**src/design/mrc_pkg.sv**
```systemverilog
// Shared widths, types and constants for the mean-absolute-relative clipper.
// No dependencies; imported by every module of the block.
`timescale 1ns / 1ps

package mrc_pkg;

   localparam int unsigned SAMPLE_W    = 16;
   localparam int unsigned COUNT_W     = 20;
   localparam int unsigned CNT_W       = COUNT_W + 1;          // holds 2^COUNT_W itself
   localparam int unsigned SUM_W       = SAMPLE_W + COUNT_W;
   localparam int unsigned MEAN_W      = SAMPLE_W;             // mean <= 2^(SAMPLE_W-1)
   localparam int unsigned LIMIT_W     = SAMPLE_W;
   localparam int unsigned FACTOR_W    = 16;
   localparam int unsigned FACTOR_FRAC = 8;
   localparam int unsigned PROD_W      = MEAN_W + FACTOR_W;
   localparam int unsigned QUEUE_DEPTH = 4;
   localparam int unsigned QPTR_W      = $clog2(QUEUE_DEPTH);
   localparam int unsigned QCNT_W      = $clog2(QUEUE_DEPTH + 1);
   localparam int unsigned STEP_W      = $clog2(SUM_W + 1);

   localparam logic [FACTOR_W-1:0] FACTOR_RESET = FACTOR_W'(256);
   localparam logic [LIMIT_W-1:0]  LIMIT_OPEN   = LIMIT_W'(1) << (SAMPLE_W - 1);
   localparam logic [LIMIT_W-1:0]  LIMIT_MAX    = LIMIT_OPEN - LIMIT_W'(1);

   typedef enum logic {
      KIND_ACCUM = 1'b0,
      KIND_CLIP  = 1'b1
   } mrc_kind_type;

   typedef struct packed {
      mrc_kind_type               kind;
      logic signed [SAMPLE_W-1:0] sample;
      logic [SAMPLE_W-1:0]        mag;
   } mrc_item_type;

   typedef struct packed {
      logic               start;
      logic [SUM_W-1:0]   dividend;
      logic [CNT_W-1:0]   divisor;
   } mrc_div_req_type;

   typedef struct packed {
      logic               done;
      logic [MEAN_W-1:0]  quotient;
   } mrc_div_rsp_type;

endpackage

```
**src/design/mean_abs_relative_clipper.sv**
```systemverilog
// Clip items pass the queue, then the rsp result register; accumulate items give no result.
// Throughput: one item per cycle (one back end step per queue head) while rsp is not stalled.
// The first clip item of a frame waits for the limit: start of the bit-serial sum/count divider,
// its run and done flag, one multiply, one saturate; an empty frame sets the open limit instead.
// Reset (synchronous, active high): sum, count, limit and phase cleared, factor set
// to 1.0 (256), queue emptied, no result pending.
`timescale 1ns / 1ps

// Top level: front end classifies incoming items and pushes them into a short
// queue; the back end drains the queue, keeps the frame statistics, derives the
// clip limit once per frame and clamps clip items into its output register.
module mean_abs_relative_clipper
   import mrc_pkg::*;
(
   input  logic                 clock,
   input  logic                 reset,
   // configuration: clip factor, unsigned Q8.8
   input  logic                 csr_wr_en,
   input  logic [FACTOR_W-1:0]  csr_wr_data,
   // input items
   input  logic                 req_tvalid,
   output logic                 req_tready,
   input  logic [SAMPLE_W-1:0]  req_tdata,   // [15:0] sample (signed)
   input  logic                 req_tuser,   // [0] action: 0 accumulate, 1 clip
   // result items
   output logic                 rsp_tvalid,
   input  logic                 rsp_tready,
   output logic [SAMPLE_W-1:0]  rsp_tdata,   // [15:0] value (signed)
   output logic                 rsp_tuser    // [0] was_clipped
);

   // front -> queue
   logic          push;
   mrc_item_type  push_item;
   logic          queue_full;

   // queue -> back
   logic          head_valid;
   mrc_item_type  head;
   logic          pop;

   mrc_front u_front (
      .req_tvalid (req_tvalid),
      .req_tready (req_tready),
      .req_tdata  (req_tdata),
      .req_tuser  (req_tuser),
      .queue_full (queue_full),
      .push       (push),
      .push_item  (push_item)
   );

   // Decouples acceptance from the back end, so input keeps flowing while the
   // back end waits on the output or on the divider (until the queue fills).
   mrc_queue u_queue (
      .clock      (clock),
      .reset      (reset),
      .push       (push),
      .push_item  (push_item),
      .full       (queue_full),
      .pop        (pop),
      .head_valid (head_valid),
      .head       (head)
   );

   // Holds clip factor, sum, count, limit and phase; result register at rsp.
   mrc_back u_back (
      .clock       (clock),
      .reset       (reset),
      .csr_wr_en   (csr_wr_en),
      .csr_wr_data (csr_wr_data),
      .head_valid  (head_valid),
      .head        (head),
      .pop         (pop),
      .rsp_tvalid  (rsp_tvalid),
      .rsp_tready  (rsp_tready),
      .rsp_tdata   (rsp_tdata),
      .rsp_tuser   (rsp_tuser)
   );

endmodule

```
**src/design/mrc_front.sv**
```systemverilog
// Front end: takes input items, classifies them and computes |sample|.
// Depends on mrc_pkg; feeds mrc_queue.
`timescale 1ns / 1ps

module mrc_front
   import mrc_pkg::*;
(
   input  logic                 req_tvalid,
   output logic                 req_tready,
   input  logic [SAMPLE_W-1:0]  req_tdata,
   input  logic                 req_tuser,
   input  logic                 queue_full,
   output logic                 push,
   output mrc_item_type         push_item
);

   logic signed [SAMPLE_W-1:0] sample;

   assign sample     = signed'(req_tdata);
   assign req_tready = !queue_full;
   assign push       = req_tvalid && !queue_full;

   always_comb begin
      push_item.sample = sample;
      push_item.mag    = sample[SAMPLE_W-1] ? SAMPLE_W'(~req_tdata + 1'b1) : req_tdata;
      unique case (req_tuser)
         1'b0:    push_item.kind = KIND_ACCUM;
         default: push_item.kind = KIND_CLIP;
      endcase
   end

endmodule

```
**src/design/mrc_queue.sv**
```systemverilog
// Short item queue between front and back end.
// Depends on mrc_pkg.
`timescale 1ns / 1ps

module mrc_queue
   import mrc_pkg::*;
(
   input  logic          clock,
   input  logic          reset,
   input  logic          push,
   input  mrc_item_type  push_item,
   output logic          full,
   input  logic          pop,
   output logic          head_valid,
   output mrc_item_type  head
);

   mrc_item_type        slot_ff [QUEUE_DEPTH];
   logic [QPTR_W-1:0]   wr_ptr_ff, wr_ptr_in;
   logic [QPTR_W-1:0]   rd_ptr_ff, rd_ptr_in;
   logic [QCNT_W-1:0]   fill_ff, fill_in;
   logic                do_pop;

   assign full       = (fill_ff == QCNT_W'(QUEUE_DEPTH));
   assign head_valid = (fill_ff != '0);
   assign head       = slot_ff[rd_ptr_ff];
   assign do_pop     = pop && head_valid;

   always_comb begin
      wr_ptr_in = push   ? wr_ptr_ff + QPTR_W'(1) : wr_ptr_ff;
      rd_ptr_in = do_pop ? rd_ptr_ff + QPTR_W'(1) : rd_ptr_ff;
      fill_in   = fill_ff + QCNT_W'(push) - QCNT_W'(do_pop);
   end

   always_ff @(posedge clock) begin
      if (reset) begin
         wr_ptr_ff <= '0;
         rd_ptr_ff <= '0;
         fill_ff   <= '0;
      end else begin
         wr_ptr_ff <= wr_ptr_in;
         rd_ptr_ff <= rd_ptr_in;
         fill_ff   <= fill_in;
      end
   end

   always_ff @(posedge clock) begin
      if (push) begin
         slot_ff[wr_ptr_ff] <= push_item;
      end
   end

endmodule

```
**src/design/mrc_div.sv**
```systemverilog
// Radix-2 restoring divider, one quotient bit per cycle (abs sum / count).
// Depends on mrc_pkg; used by mrc_back.
`timescale 1ns / 1ps

module mrc_div
   import mrc_pkg::*;
(
   input  logic             clock,
   input  logic             reset,
   input  mrc_div_req_type  div_req,
   output mrc_div_rsp_type  div_rsp
);

   logic                busy_ff, busy_in;
   logic                done_ff, done_in;
   logic [STEP_W-1:0]   step_ff, step_in;
   logic [SUM_W-1:0]    dvd_ff, dvd_in;     // dividend shifts out, quotient shifts in
   logic [CNT_W-1:0]    rem_ff, rem_in;
   logic [CNT_W-1:0]    dsr_ff, dsr_in;
   logic [CNT_W:0]      rem_shift;
   logic [CNT_W:0]      rem_diff;
   logic                fits;

   assign rem_shift = {rem_ff, dvd_ff[SUM_W-1]};
   assign rem_diff  = rem_shift - {1'b0, dsr_ff};
   assign fits      = (rem_shift >= {1'b0, dsr_ff});

   always_comb begin
      busy_in = busy_ff;
      done_in = 1'b0;
      step_in = step_ff;
      dvd_in  = dvd_ff;
      rem_in  = rem_ff;
      dsr_in  = dsr_ff;
      if (div_req.start && !busy_ff) begin
         busy_in = 1'b1;
         step_in = STEP_W'(SUM_W);
         dvd_in  = div_req.dividend;
         rem_in  = '0;
         dsr_in  = div_req.divisor;
      end else if (busy_ff) begin
         // remainder stays below the divisor, so it fits CNT_W bits
         rem_in  = fits ? rem_diff[CNT_W-1:0] : rem_shift[CNT_W-1:0];
         dvd_in  = {dvd_ff[SUM_W-2:0], fits};
         step_in = step_ff - STEP_W'(1);
         if (step_ff == STEP_W'(1)) begin
            busy_in = 1'b0;
            done_in = 1'b1;
         end
      end
   end

   always_ff @(posedge clock) begin
      if (reset) begin
         busy_ff <= 1'b0;
         done_ff <= 1'b0;
         step_ff <= '0;
      end else begin
         busy_ff <= busy_in;
         done_ff <= done_in;
         step_ff <= step_in;
      end
      dvd_ff <= dvd_in;
      rem_ff <= rem_in;
      dsr_ff <= dsr_in;
   end

   // mean never exceeds 2^(SAMPLE_W-1), so the low bits carry the whole quotient
   assign div_rsp.done     = done_ff;
   assign div_rsp.quotient = dvd_ff[MEAN_W-1:0];

endmodule

```
**src/design/mrc_back.sv**
```systemverilog
// Back end: frame state, limit computation and clamping, output register.
// Depends on mrc_pkg and mrc_div; drains mrc_queue.
`timescale 1ns / 1ps

module mrc_back
   import mrc_pkg::*;
(
   input  logic                 clock,
   input  logic                 reset,
   input  logic                 csr_wr_en,
   input  logic [FACTOR_W-1:0]  csr_wr_data,
   input  logic                 head_valid,
   input  mrc_item_type         head,
   output logic                 pop,
   output logic                 rsp_tvalid,
   input  logic                 rsp_tready,
   output logic [SAMPLE_W-1:0]  rsp_tdata,
   output logic                 rsp_tuser
);

   typedef enum logic [1:0] {
      ST_RUN,
      ST_DIV,
      ST_MUL,
      ST_SAT
   } state_type;

   state_type               state_ff, state_in;
   logic [FACTOR_W-1:0]     factor_ff, factor_in;
   logic [SUM_W-1:0]        sum_ff, sum_in;
   logic [CNT_W-1:0]        count_ff, count_in;
   logic [LIMIT_W-1:0]      limit_ff, limit_in;
   logic                    phase_ff, phase_in;
   logic [MEAN_W-1:0]       mean_ff, mean_in;
   logic [PROD_W-1:0]       prod_ff, prod_in;
   logic                    rsp_valid_ff, rsp_valid_in;
   logic [SAMPLE_W-1:0]     rsp_value_ff, rsp_value_in;
   logic                    rsp_clip_ff, rsp_clip_in;

   mrc_div_req_type         div_req;
   mrc_div_rsp_type         div_rsp;

   logic                    out_free;
   logic signed [SAMPLE_W:0] samp_ext;
   logic signed [SAMPLE_W:0] lim_pos;
   logic signed [SAMPLE_W:0] lim_neg;
   logic [PROD_W-FACTOR_FRAC-1:0] scaled;

   mrc_div u_div (
      .clock   (clock),
      .reset   (reset),
      .div_req (div_req),
      .div_rsp (div_rsp)
   );

   assign out_free = !rsp_valid_ff || rsp_tready;
   assign samp_ext = {head.sample[SAMPLE_W-1], head.sample};
   assign lim_pos  = signed'({1'b0, limit_ff});
   assign lim_neg  = -lim_pos;
   assign scaled   = prod_ff[PROD_W-1:FACTOR_FRAC];

   always_comb begin
      state_in     = state_ff;
      factor_in    = csr_wr_en ? csr_wr_data : factor_ff;
      sum_in       = sum_ff;
      count_in     = count_ff;
      limit_in     = limit_ff;
      phase_in     = phase_ff;
      mean_in      = mean_ff;
      prod_in      = prod_ff;
      rsp_valid_in = rsp_valid_ff && !rsp_tready;
      rsp_value_in = rsp_value_ff;
      rsp_clip_in  = rsp_clip_ff;
      pop          = 1'b0;
      div_req.start    = 1'b0;
      div_req.dividend = sum_ff;
      div_req.divisor  = count_ff;

      unique case (state_ff)
         ST_RUN: begin
            if (head_valid) begin
               unique case (head.kind)
                  KIND_ACCUM: begin
                     pop = 1'b1;
                     if (phase_ff) begin
                        // new frame: restart the sum with this sample
                        phase_in = 1'b0;
                        sum_in   = SUM_W'(head.mag);
                        count_in = CNT_W'(1);
                     end else if (!count_ff[CNT_W-1]) begin
                        sum_in   = sum_ff + SUM_W'(head.mag);
                        count_in = count_ff + CNT_W'(1);
                     end
                  end
                  default: begin
                     if (phase_ff) begin
                        if (out_free) begin
                           pop          = 1'b1;
                           rsp_valid_in = 1'b1;
                           rsp_clip_in  = 1'b0;
                           rsp_value_in = head.sample;
                           if (samp_ext > lim_pos) begin
                              rsp_value_in = lim_pos[SAMPLE_W-1:0];
                              rsp_clip_in  = 1'b1;
                           end else if (samp_ext < lim_neg) begin
                              rsp_value_in = lim_neg[SAMPLE_W-1:0];
                              rsp_clip_in  = 1'b1;
                           end
                        end
                     end else if (count_ff == '0) begin
                        // empty frame: a limit no sample can exceed
                        limit_in = LIMIT_OPEN;
                        phase_in = 1'b1;
                     end else begin
                        div_req.start = 1'b1;
                        state_in      = ST_DIV;
                     end
                  end
               endcase
            end
         end
         ST_DIV: begin
            if (div_rsp.done) begin
               mean_in  = div_rsp.quotient;
               state_in = ST_MUL;
            end
         end
         ST_MUL: begin
            prod_in  = PROD_W'(mean_ff) * PROD_W'(factor_ff);
            state_in = ST_SAT;
         end
         default: begin
            limit_in = (scaled > (PROD_W-FACTOR_FRAC)'(LIMIT_MAX)) ? LIMIT_MAX
                                                                  : scaled[LIMIT_W-1:0];
            phase_in = 1'b1;
            state_in = ST_RUN;
         end
      endcase
   end

   always_ff @(posedge clock) begin
      if (reset) begin
         state_ff     <= ST_RUN;
         factor_ff    <= FACTOR_RESET;
         sum_ff       <= '0;
         count_ff     <= '0;
         limit_ff     <= '0;
         phase_ff     <= 1'b0;
         rsp_valid_ff <= 1'b0;
      end else begin
         state_ff     <= state_in;
         factor_ff    <= factor_in;
         sum_ff       <= sum_in;
         count_ff     <= count_in;
         limit_ff     <= limit_in;
         phase_ff     <= phase_in;
         rsp_valid_ff <= rsp_valid_in;
      end
      mean_ff      <= mean_in;
      prod_ff      <= prod_in;
      rsp_value_ff <= rsp_value_in;
      rsp_clip_ff  <= rsp_clip_in;
   end

   assign rsp_tvalid = rsp_valid_ff;
   assign rsp_tdata  = rsp_value_ff;
   assign rsp_tuser  = rsp_clip_ff;

endmodule

```
**config.mk**
```make
export PLATFORM = sky130hd
export DESIGN_NAME = mean_abs_relative_clipper
export DESIGN_NICKNAME = d
export VERILOG_FILES = /design/src/design/mrc_pkg.sv /design/src/design/mean_abs_relative_clipper.sv /design/src/design/mrc_front.sv /design/src/design/mrc_queue.sv /design/src/design/mrc_div.sv /design/src/design/mrc_back.sv
export SDC_FILE = /design/constraint.sdc
export NUM_CORES = 1
export LEC_CHECK = 0
export BUFFER_PORTS_ARGS = -buffer_cell sky130_fd_sc_hd__buf_2
export CORE_UTILIZATION = 69
export CTS_CLUSTER_DIAMETER = 120
export DETAILED_ROUTE_END_ITERATION = 8
export PLACE_DENSITY_LB_ADDON = 0.05
export SLEW_MARGIN = 20
export SYNTH_ARGS = -nofsm -noshare
export SYNTH_HDL_FRONTEND = slang
export SYNTH_SLANG_ARGS = --single-unit
```
**constraint.sdc**
```tcl
create_clock -name clock -period 14.3 [get_ports clock]
set_clock_uncertainty 0.05 [all_clocks]
set_input_delay 2.145 -clock clock [delete_from_list [all_inputs] [get_ports clock]]
set_output_delay 2.145 -clock clock [all_outputs]
set_load 0.05 [all_outputs]
```
==> results of run 1 <==
area by class of cell:
type | instances | area share (%)
multi-input cells | 1691 | 51.5
repair buffers | 70 | 1.38
clock buffers | 47 | 3.94
clock inverters | 29 | 1.05
inverters | 342 | 4.60
well taps | 468 | 2.10
flip-flops and latches | 373 | 35.5
sequential cells by signal, summed over array words and instances, names as in the netlist, 2 cells and up, named ones only:
name,cells
u_queue.slot_ff,128
u_back.sum_ff,36
u_back.u_div.dvd_ff,36
u_back.prod_ff,24
u_back.count_ff,21
u_back.u_div.dsr_ff,21
u_back.u_div.rem_ff,21
u_back.factor_ff,16
u_back.limit_ff,16
u_back.mean_ff,16
u_back.rsp_tdata,16
u_back.u_div.step_ff,6
u_queue.fill_ff,3
u_back.state_ff,2
u_queue.rd_ptr_ff,2
u_queue.wr_ptr_ff,2
per-stage QoR:
stage          instances  utilization [%]  hold slack, ns  setup slack (ns)  area [um2]
6_report            3020             75.8           0.413              7.39       27900
5_1_grt             3020             75.8           0.426              6.98       27900
4_1_cts             3020             75.8           0.408              7.44       27900
3_5_place_dp        2944             72.0           0.398              7.50       26500
3_3_place_gp        2944             72.0           0.398              7.59       26500
2_1_floorplan       2501                -           0.356              7.93       25900
cell usage after synthesis, types with 37 or more instances:
library cell  count
and2_1          119
edfxtp_1        242
a21oi_1         102
nor2_1          151
nand2_1         329
xnor2_1          75
nor3_1           37
inv_1           340
ha_1            186
clkbuf_1         75
o21ai_0          66
fa_1            196
mux2i_1          38
dfxtp_1         131
logic make-up after synthesis:
group / share of synthesized area (%)
and+or+nand+nor: 14.3
AOI/OAI and AO/OA: 8.49
DFF: 38.2
buffers and inverters: 6.47
adders and majority gates: 24.1
xor gates and xnor gates: 3.65
muxes: 4.83
worst paths after layout:
kind / startpoint / endpoint / slack (ns) / cells past startpoint
setup / recovery: u_back.mean_ff[7] / u_back.prod_ff[31] / 7.39 / 22
hold / removal: u_back.u_div.dvd_ff[0] / u_back.mean_ff[0] / 0.41 / 0
setup reg to reg: u_back.mean_ff[7] / u_back.prod_ff[31] / 7.39 / 22
hold reg to reg: u_back.u_div.dvd_ff[0] / u_back.mean_ff[0] / 0.41 / 0
report_power, final:
group          internal (mW)  switching (mW)  total [mW]
sequential              1.42           0.133        1.56
clock                  0.631           0.450        1.08
combinational           1.17            1.64        2.81
metal layers:
layer,up-vias,routed length [um],track usage [%]
met5,-,0,0
met4,0,1540,10.4
met3,109,3250,4.07
met2,603,27400,51.7
met1,8768,24700,42.8
li1,8433,-,-
worst register-to-register path, cell delays in order (launching register included):
cell and delay (ns):
edfxtp_1 0.81, nand2_1 0.15, fa_1 0.52, inv_1 0.06, fa_1 0.50, inv_1 0.05, fa_1 0.48, inv_1 0.06
fa_1 0.50, fa_1 0.57, inv_1 0.07, fa_1 0.53, inv_1 0.04, ha_1 0.37, a21oi_1 0.21, o22ai_1 0.10
o311ai_0 0.36, a21oi_1 0.13, nor2_1 0.14, a311oi_1 0.17, a311o_2 0.46, a21oi_1 0.18, xnor2_1 0.10
==> out/metrics.csv, run 1 <==
stage,metric,value,unit
global_route,grt_usage,31.1,%
setup_path,worst_setup_path_end_kind,flop,
logic_synthesis,syn_nets,2921,
drt,drt-total-wl,56900,um
power,total_leakage_power,12.0,nW
clocking,clkSlewWorstSetupHoldPaths,0.06,ns
setup_path,required,14.53,ns
global_route,grt_first_pass_wirelength,94600,um
logic_synthesis,synth_top_area_cell,edfxtp_1,
sta,slew_violations,0,
setup_path,path_class,reg -> reg,
status,status,completed,
logic_synthesis,ys_top_cells_by_area,"edfxtp_1 28%, fa_1 15%, dfxtp_1 10%",
logic_synthesis,yosys.area.top_type_share,28.1,%
place,place_congestion,0.896,
logic_synthesis,yosys_warnings,0,
place,port_buffers,56,
logic_synthesis,ys_ff_latch,373,
global_route,overflow,0,
power,irDropWorstVdd,0.000244,V
sta,setup_violations,0,
floorplanning,die-area,38300,um2
floorplanning,dieHeight,196,um
finish,multiInputGateArea,14300,um2
sta,post-route-period-util,48.3,%
finish,final_nets,2940,
clocking,postCtsSetupRepairBufs,0,
power,p_total,5.45,mW
finish,drive_gt1_share,8.27,%
sta,maxSlewHeadroom,30.0,%
logic_synthesis,syn_inst,2501,
clocking,htree_levels,2,
clocking,clk_latency,0.58,ns
sta,max_clock_freq,145,MHz
finish,layout_common_cells,"340 x inv_1, 329 x nand2_1, 242 x edfxtp_1",
floorplanning,coreArea,36800,um2
setup_path,critPathMaxFanout,16,
setup_path,arrival,7.14,ns
drt,first_iter_violations,1345,
sta,worst_slew_pin_slew,1.05,ns
floorplanning,boundaryPins,57,
drt,ant_nets,0,
setup_path,max_stage_delay,0.81,ns
global_route,grt_max_degree,76,
worst_hold_path,min-delay-path-class,reg -> reg,
sta,period_needed,6.91,ns
setup_path,worstPathCellList,nand2_1 > fa_1 > inv_1 > fa_1 > inv_1 > fa_1 > inv_1 > fa_1 > fa_1 > inv_1 > fa_1 > inv_1 > ha_1 > a21oi_1 > o22ai_1 > o311ai_0 > a21oi_1 > nor2_1 > a311oi_1 > a311o_2 > a21oi_1 > xnor2_1,
clocking,cts_tree,built,
logic_synthesis,synthArstFlopShare,0,%
setup_path,cp.buffers_inverters,5,
setup_path,critical-path-top-delay-family,adder cells,
setup_path,crit_path_start_kind,flop,
logic_synthesis,synth.avg_cell_area,10.4,um2
finish,final_common_cell,inv_1,
drt,routed-via-count,17900,
logic_synthesis,synth_edf_count,242,
logic_synthesis,ys.flop_type,edfxtp_1,
setup_path,cp_slowest_cell,edfxtp_1,
clocking,cts_buffers,42,
clocking,clk_path_buf_depth,3,
power,power_density,195,nW/um2
sta,fin_setup_tns,0,ns
logic_synthesis,ys_seq_area_share,38.2,%
clocking,cts_hold_buf,0,
setup_path,crit_top_cell,fa_1,
drt,firstDrtPassIters,5,
floorplanning,placement_rows,70,
floorplanning,start_util,70.4,%
finish,num-fill-cells,2545,
sta,rsz0062_at_grt,no,
drt,drc,0,
clocking,cts_root_buffer,clkbuf_16,
clocking,cts.repair.resized,0,
logic_synthesis,syn-cell-area,25900,um2
logic_synthesis,synth_cell_types,85,
run,max-cap-violations,0,
global_route,antenna_found_initial,0,
finish,final-seq-area,9890,um2
finish,antenna_cells,0,
global_route,first_global_vias,18400,
place,dp_hpwl,40900,um
sta,hold_violations,0,
clocking,clock-sinks,373,
drt,viasPerCell,5.93,
floorplanning,die_x,196,um
drt,routedWlPerCell,18.9,um
finish,syn_to_final_growth,7.65,%
No activity file was read; power rests on OpenSTA's default activity.
==> run 2: changes to the inputs <==
--- a/config.mk
+++ b/config.mk
@@ -6,7 +6,7 @@
 export NUM_CORES = 1
 export LEC_CHECK = 0
 export BUFFER_PORTS_ARGS = -buffer_cell sky130_fd_sc_hd__buf_2
-export CORE_UTILIZATION = 69
+export CORE_UTILIZATION = 58
 export CTS_CLUSTER_DIAMETER = 120
 export DETAILED_ROUTE_END_ITERATION = 8
 export PLACE_DENSITY_LB_ADDON = 0.05
==> constraint.sdc (replaced) <==
create_clock -name clock -period 6.04 [get_ports clock]
set_clock_uncertainty 0.05 [all_clocks]
set_input_delay 0.906 -clock clock [delete_from_list [all_inputs] [get_ports clock]]
set_output_delay 0.906 -clock clock [all_outputs]
set_load 0.05 [all_outputs]
==> out/metrics.csv, run 2 (synthesized netlist as in run 1, its figures left out) <==
stage,metric,value,unit,change
setup_path,worstPathCellList,and2_1 > fa_1 > inv_1 > fa_1 > inv_2 > fa_1 > fa_1 > fa_1 > inv_2 > fa_1 > inv_2 > ha_4 > nand4_1 > buf_4 > nor2_4 > nand3_2 > nor3_2 > o21ai_2 > a311oi_2 > buf_4 > o21a_1 > nor2_1 > xnor2_1,,was nand2_1 > fa_1 > inv_1 > fa_1 > inv_1 > fa_1 > inv_1 > fa_1 > fa_1 > inv_1 > fa_1 > inv_1 > ha_1 > a21oi_1 > o22ai_1 > o311ai_0 > a21oi_1 > nor2_1 > a311oi_1 > a311o_2 > a21oi_1 > xnor2_1
setup_path,regToRegSetupSlack,-0.19,ns,was 7.39 ns
finish,final_common_cell,nand2_1,,was inv_1
run,max-cap-violations,0,,unchanged
finish,final-seq-area,9900,um2,was 9890 um2
setup_path,worst_setup_path_end_kind,flop,,unchanged
place,port_buffers,56,,unchanged
finish,antenna_cells,0,,unchanged
finish,multiInputGateArea,14700,um2,was 14300 um2
finish,num-fill-cells,3514,,was 2545
setup_path,path_class,reg -> reg,,unchanged
power,intPower,7.97,mW,was 3.22 mW
setup_path,crit_path_start_kind,flop,,unchanged
finish,syn_to_final_growth,13.8,%,was 7.65%
power,irDropWorstVdd,0.000354,V,was 0.000244 V
clocking,clkSlewWorstSetupHoldPaths,0.06,ns,about the same
finish,layout_common_cells,"325 x nand2_1, 318 x inv_1, 242 x edfxtp_1",,"was 340 x inv_1, 329 x nand2_1, 242 x edfxtp_1"
finish,final_nets,3065,,was 2940
sta,max_clock_freq,161,MHz,was 145 MHz
clocking,cts_root_buffer,clkbuf_16,,unchanged
sta,maxSlewHeadroom,23.2,%,was 30.0%
clocking,clock-sinks,373,,unchanged
setup_path,cp_slowest_cell,fa_1,,was edfxtp_1
power,total_leakage_power,12.6,nW,was 12.0 nW
place,dpl_worst_slack,-0.355,ns,was 7.50 ns
worst_hold_path,hold_depth,0,,unchanged
floorplanning,dieHeight,213,um,was 196 um
clocking,htree_levels,2,,unchanged
drt,viasPerCell,5.53,,was 5.93
floorplanning,boundaryPins,57,,unchanged
setup_path,cp.buffers_inverters,6,,was 5
floorplanning,start_util,58.7,%,was 70.4%
clocking,cts_hold_buf,0,,unchanged
drt,drt-total-wl,59500,um,was 56900 um
setup_path,reg2regPathDepth,23,,was 22
drt,drc,0,,unchanged
global_route,grt_first_pass_wirelength,96500,um,was 94600 um
setup_path,critPathMaxFanout,5,,was 16
status,status,"complete, but fails checks",,was completed
place,dp_hpwl,44100,um,was 40900 um
floorplanning,die_x,213,um,was 196 um
finish,final_cell_area,29500,um2,was 27900 um2
clocking,cts_buffers,42,,unchanged
global_route,first_global_vias,18300,,was 18400
place,place_congestion,0.936,,was 0.896
power,swShare,40.9,%,about the same
finish,drive_gt1_share,15.8,%,was 8.27%
sta,post-route-period-util,103,%,was 48.3%
drt,routed-via-count,18100,,was 17900
setup_path,r2r-end,u_back.prod_ff[29],,was u_back.prod_ff[31]
power,power_density,458,nW/um2,was 195 nW/um2
finish,largestRegisters,"u_queue.slot_ff: 128 flops, u_back.sum_ff: 36 flops, u_back.u_div.dvd_ff: 36 flops",,unchanged
clocking,clk_path_buf_depth,3,,unchanged
setup_path,reg2reg_from,u_back.mean_ff[4],,was u_back.mean_ff[7]
power,p_clk_share,19.1,%,was 19.8%
clocking,clk_latency,0.60,ns,was 0.58 ns
setup_path,cp.depth,23,,was 22
floorplanning,placement_rows,77,,was 70
global_route,overflow,0,,unchanged
floorplanning,coreArea,44100,um2,was 36800 um2
place,place_area,27500,um2,was 26500 um2
sta,setup_violations,5,,was 0
drt,firstDrtPassIters,5,,unchanged
global_route,grt_max_degree,76,,unchanged
drt,ant_nets,0,,unchanged
status,violations,negative setup slack,,
sta,rsz0062_at_grt,yes,,was no
power,comb_power_share,53.4,%,was 51.6%
floorplanning,die-area,45500,um2,was 38300 um2
global_route,grt_usage,27.2,%,was 31.1%
setup_path,crit_top_cell,fa_1,,unchanged
setup_path,arrival,6.50,ns,was 7.14 ns
sta,worst_slew_pin_slew,1.15,ns,was 1.05 ns
sta,fin_setup_tns,-0.452,ns,was 0 ns
sta,worst_slack,-0.190,ns,was 7.39 ns
worst_hold_path,hp-start,u_back.u_div.dvd_ff[11],,was u_back.u_div.dvd_ff[0]
setup_path,critical-path-top-delay-family,adder cells,,unchanged
sta,slew_violations,0,,unchanged
sta,period_needed,6.23,ns,was 6.91 ns
global_route,antenna_found_initial,0,,unchanged
setup_path,required,6.31,ns,was 14.53 ns
power,pwr-share-seq,27.5,%,was 28.6%
drt,first_iter_violations,1012,,was 1345
finish,regMostFlops,u_queue.slot_ff,,unchanged
drt,routedWlPerCell,18.2,um,was 18.9 um
setup_path,max_stage_delay,0.54,ns,was 0.81 ns
worst_hold_path,min-delay-path-class,reg -> reg,,unchanged
sta,hold_violations,0,,unchanged
power,power_switching,5.52,mW,was 2.23 mW
finish,largest_register_ffs,128,,unchanged
worst_hold_path,holdPathEnd,u_back.mean_ff[11],,was u_back.mean_ff[0]
clocking,cts_tree,built,,unchanged
[run 2: cell types whose count changed in the layout (fill, tap and decap cells not counted), moves of 9 or more]
| cell | change |
|---|---|
| buf_4 | +105 |
| inv_1 | -22 |
| inv_2 | +22 |
| buf_6 | +17 |
| fa_1 | -14 |
| fa_2 | +14 |
| ha_1 | -11 |
| ha_4 | +11 |
| a21oi_1 | -10 |
| a21oi_2 | +9 |
| and2_1 | -9 |
| and2_4 | +9 |
| clkbuf_1 | +9 |
[run 2: power by group through the flow]
| stage | combinational, mW | sequential (mW) | clock, mW |
|---|---|---|---|
| final | 7.20 | 3.71 | 2.57 |
| after global routing | 8.02 | 3.77 | 2.72 |
| after CTS | 7.05 | 3.71 | 2.62 |
| after detailed placement | 6.80 | 3.76 | 0 |
| after global placement | 6.65 | 3.74 | 0 |
| after floorplan | 5.11 | 3.70 | 0 |
[run 2: worst reg2reg max path: stages, from the launching register on]
cell and delay (ns):
edfxtp_1 0.47, and2_1 0.24, fa_1 0.51, inv_1 0.05, fa_1 0.52, inv_2 0.05
fa_1 0.54, fa_1 0.43, fa_1 0.51, inv_2 0.04, fa_1 0.53, inv_2 0.05
ha_4 0.26, nand4_1 0.14, buf_4 0.19, nor2_4 0.11, nand3_2 0.11, nor3_2 0.22
o21ai_2 0.12, a311oi_2 0.33, buf_4 0.18, o21a_1 0.15, nor2_1 0.06, xnor2_1 0.11
[run 2: per-layer routing]
metal / vias up / global-route usage (%) / wire [um]
met5: - / 0 / 0
met4: 0 / 7.96 / 1430
met3: 94 / 3.65 / 2850
met2: 383 / 45.0 / 28800
met1: 8907 / 37.7 / 26400
li1: 8681 / - / -
[run 2: per-stage QoR]
stage | std cells | utilization [%] | total power, mW | hold slack, ns
global placement | 3171 | 62.2 | 10.4 | 0.384
CTS | 3262 | 66.3 | 13.4 | 0.378
detailed placement | 3171 | 62.2 | 10.6 | 0.387
finish | 3269 | 66.8 | 13.5 | 0.388
global route | 3269 | 66.8 | 14.5 | 0.419
floorplan | 2501 | - | 8.80 | 0.356
[run 2: how the worst max path moves through the flow]
stage | startpoint | end | slack (ns)
2_1_floorplan | u_back.factor_ff[6] | u_back.prod_ff[31] | 0.05
3_3_place_gp | u_back.mean_ff[6] | u_back.prod_ff[31] | -0.33
3_5_place_dp | u_back.mean_ff[6] | u_back.prod_ff[31] | -0.36
4_1_cts | u_back.mean_ff[5] | u_back.prod_ff[29] | -0.01
5_1_grt | u_back.mean_ff[4] | u_back.prod_ff[29] | -0.38
6_report | u_back.mean_ff[4] | u_back.prod_ff[29] | -0.19
[run 2: area by class of cell]
cell class,count,share of cell area (%)
clock buffers,53,3.71
clock inverters,23,0.989
inverters,342,4.36
multi-input cells,1691,50.0
repair buffers,195,4.84
flip-flops and latches,373,33.6
well taps,592,2.51
[run 2: timing repair]
action,in CTS,in global routing
resized for setup,70,50
endpoints found under the setup margin,12,12
setup buffers,16,8
pin swaps,58,40
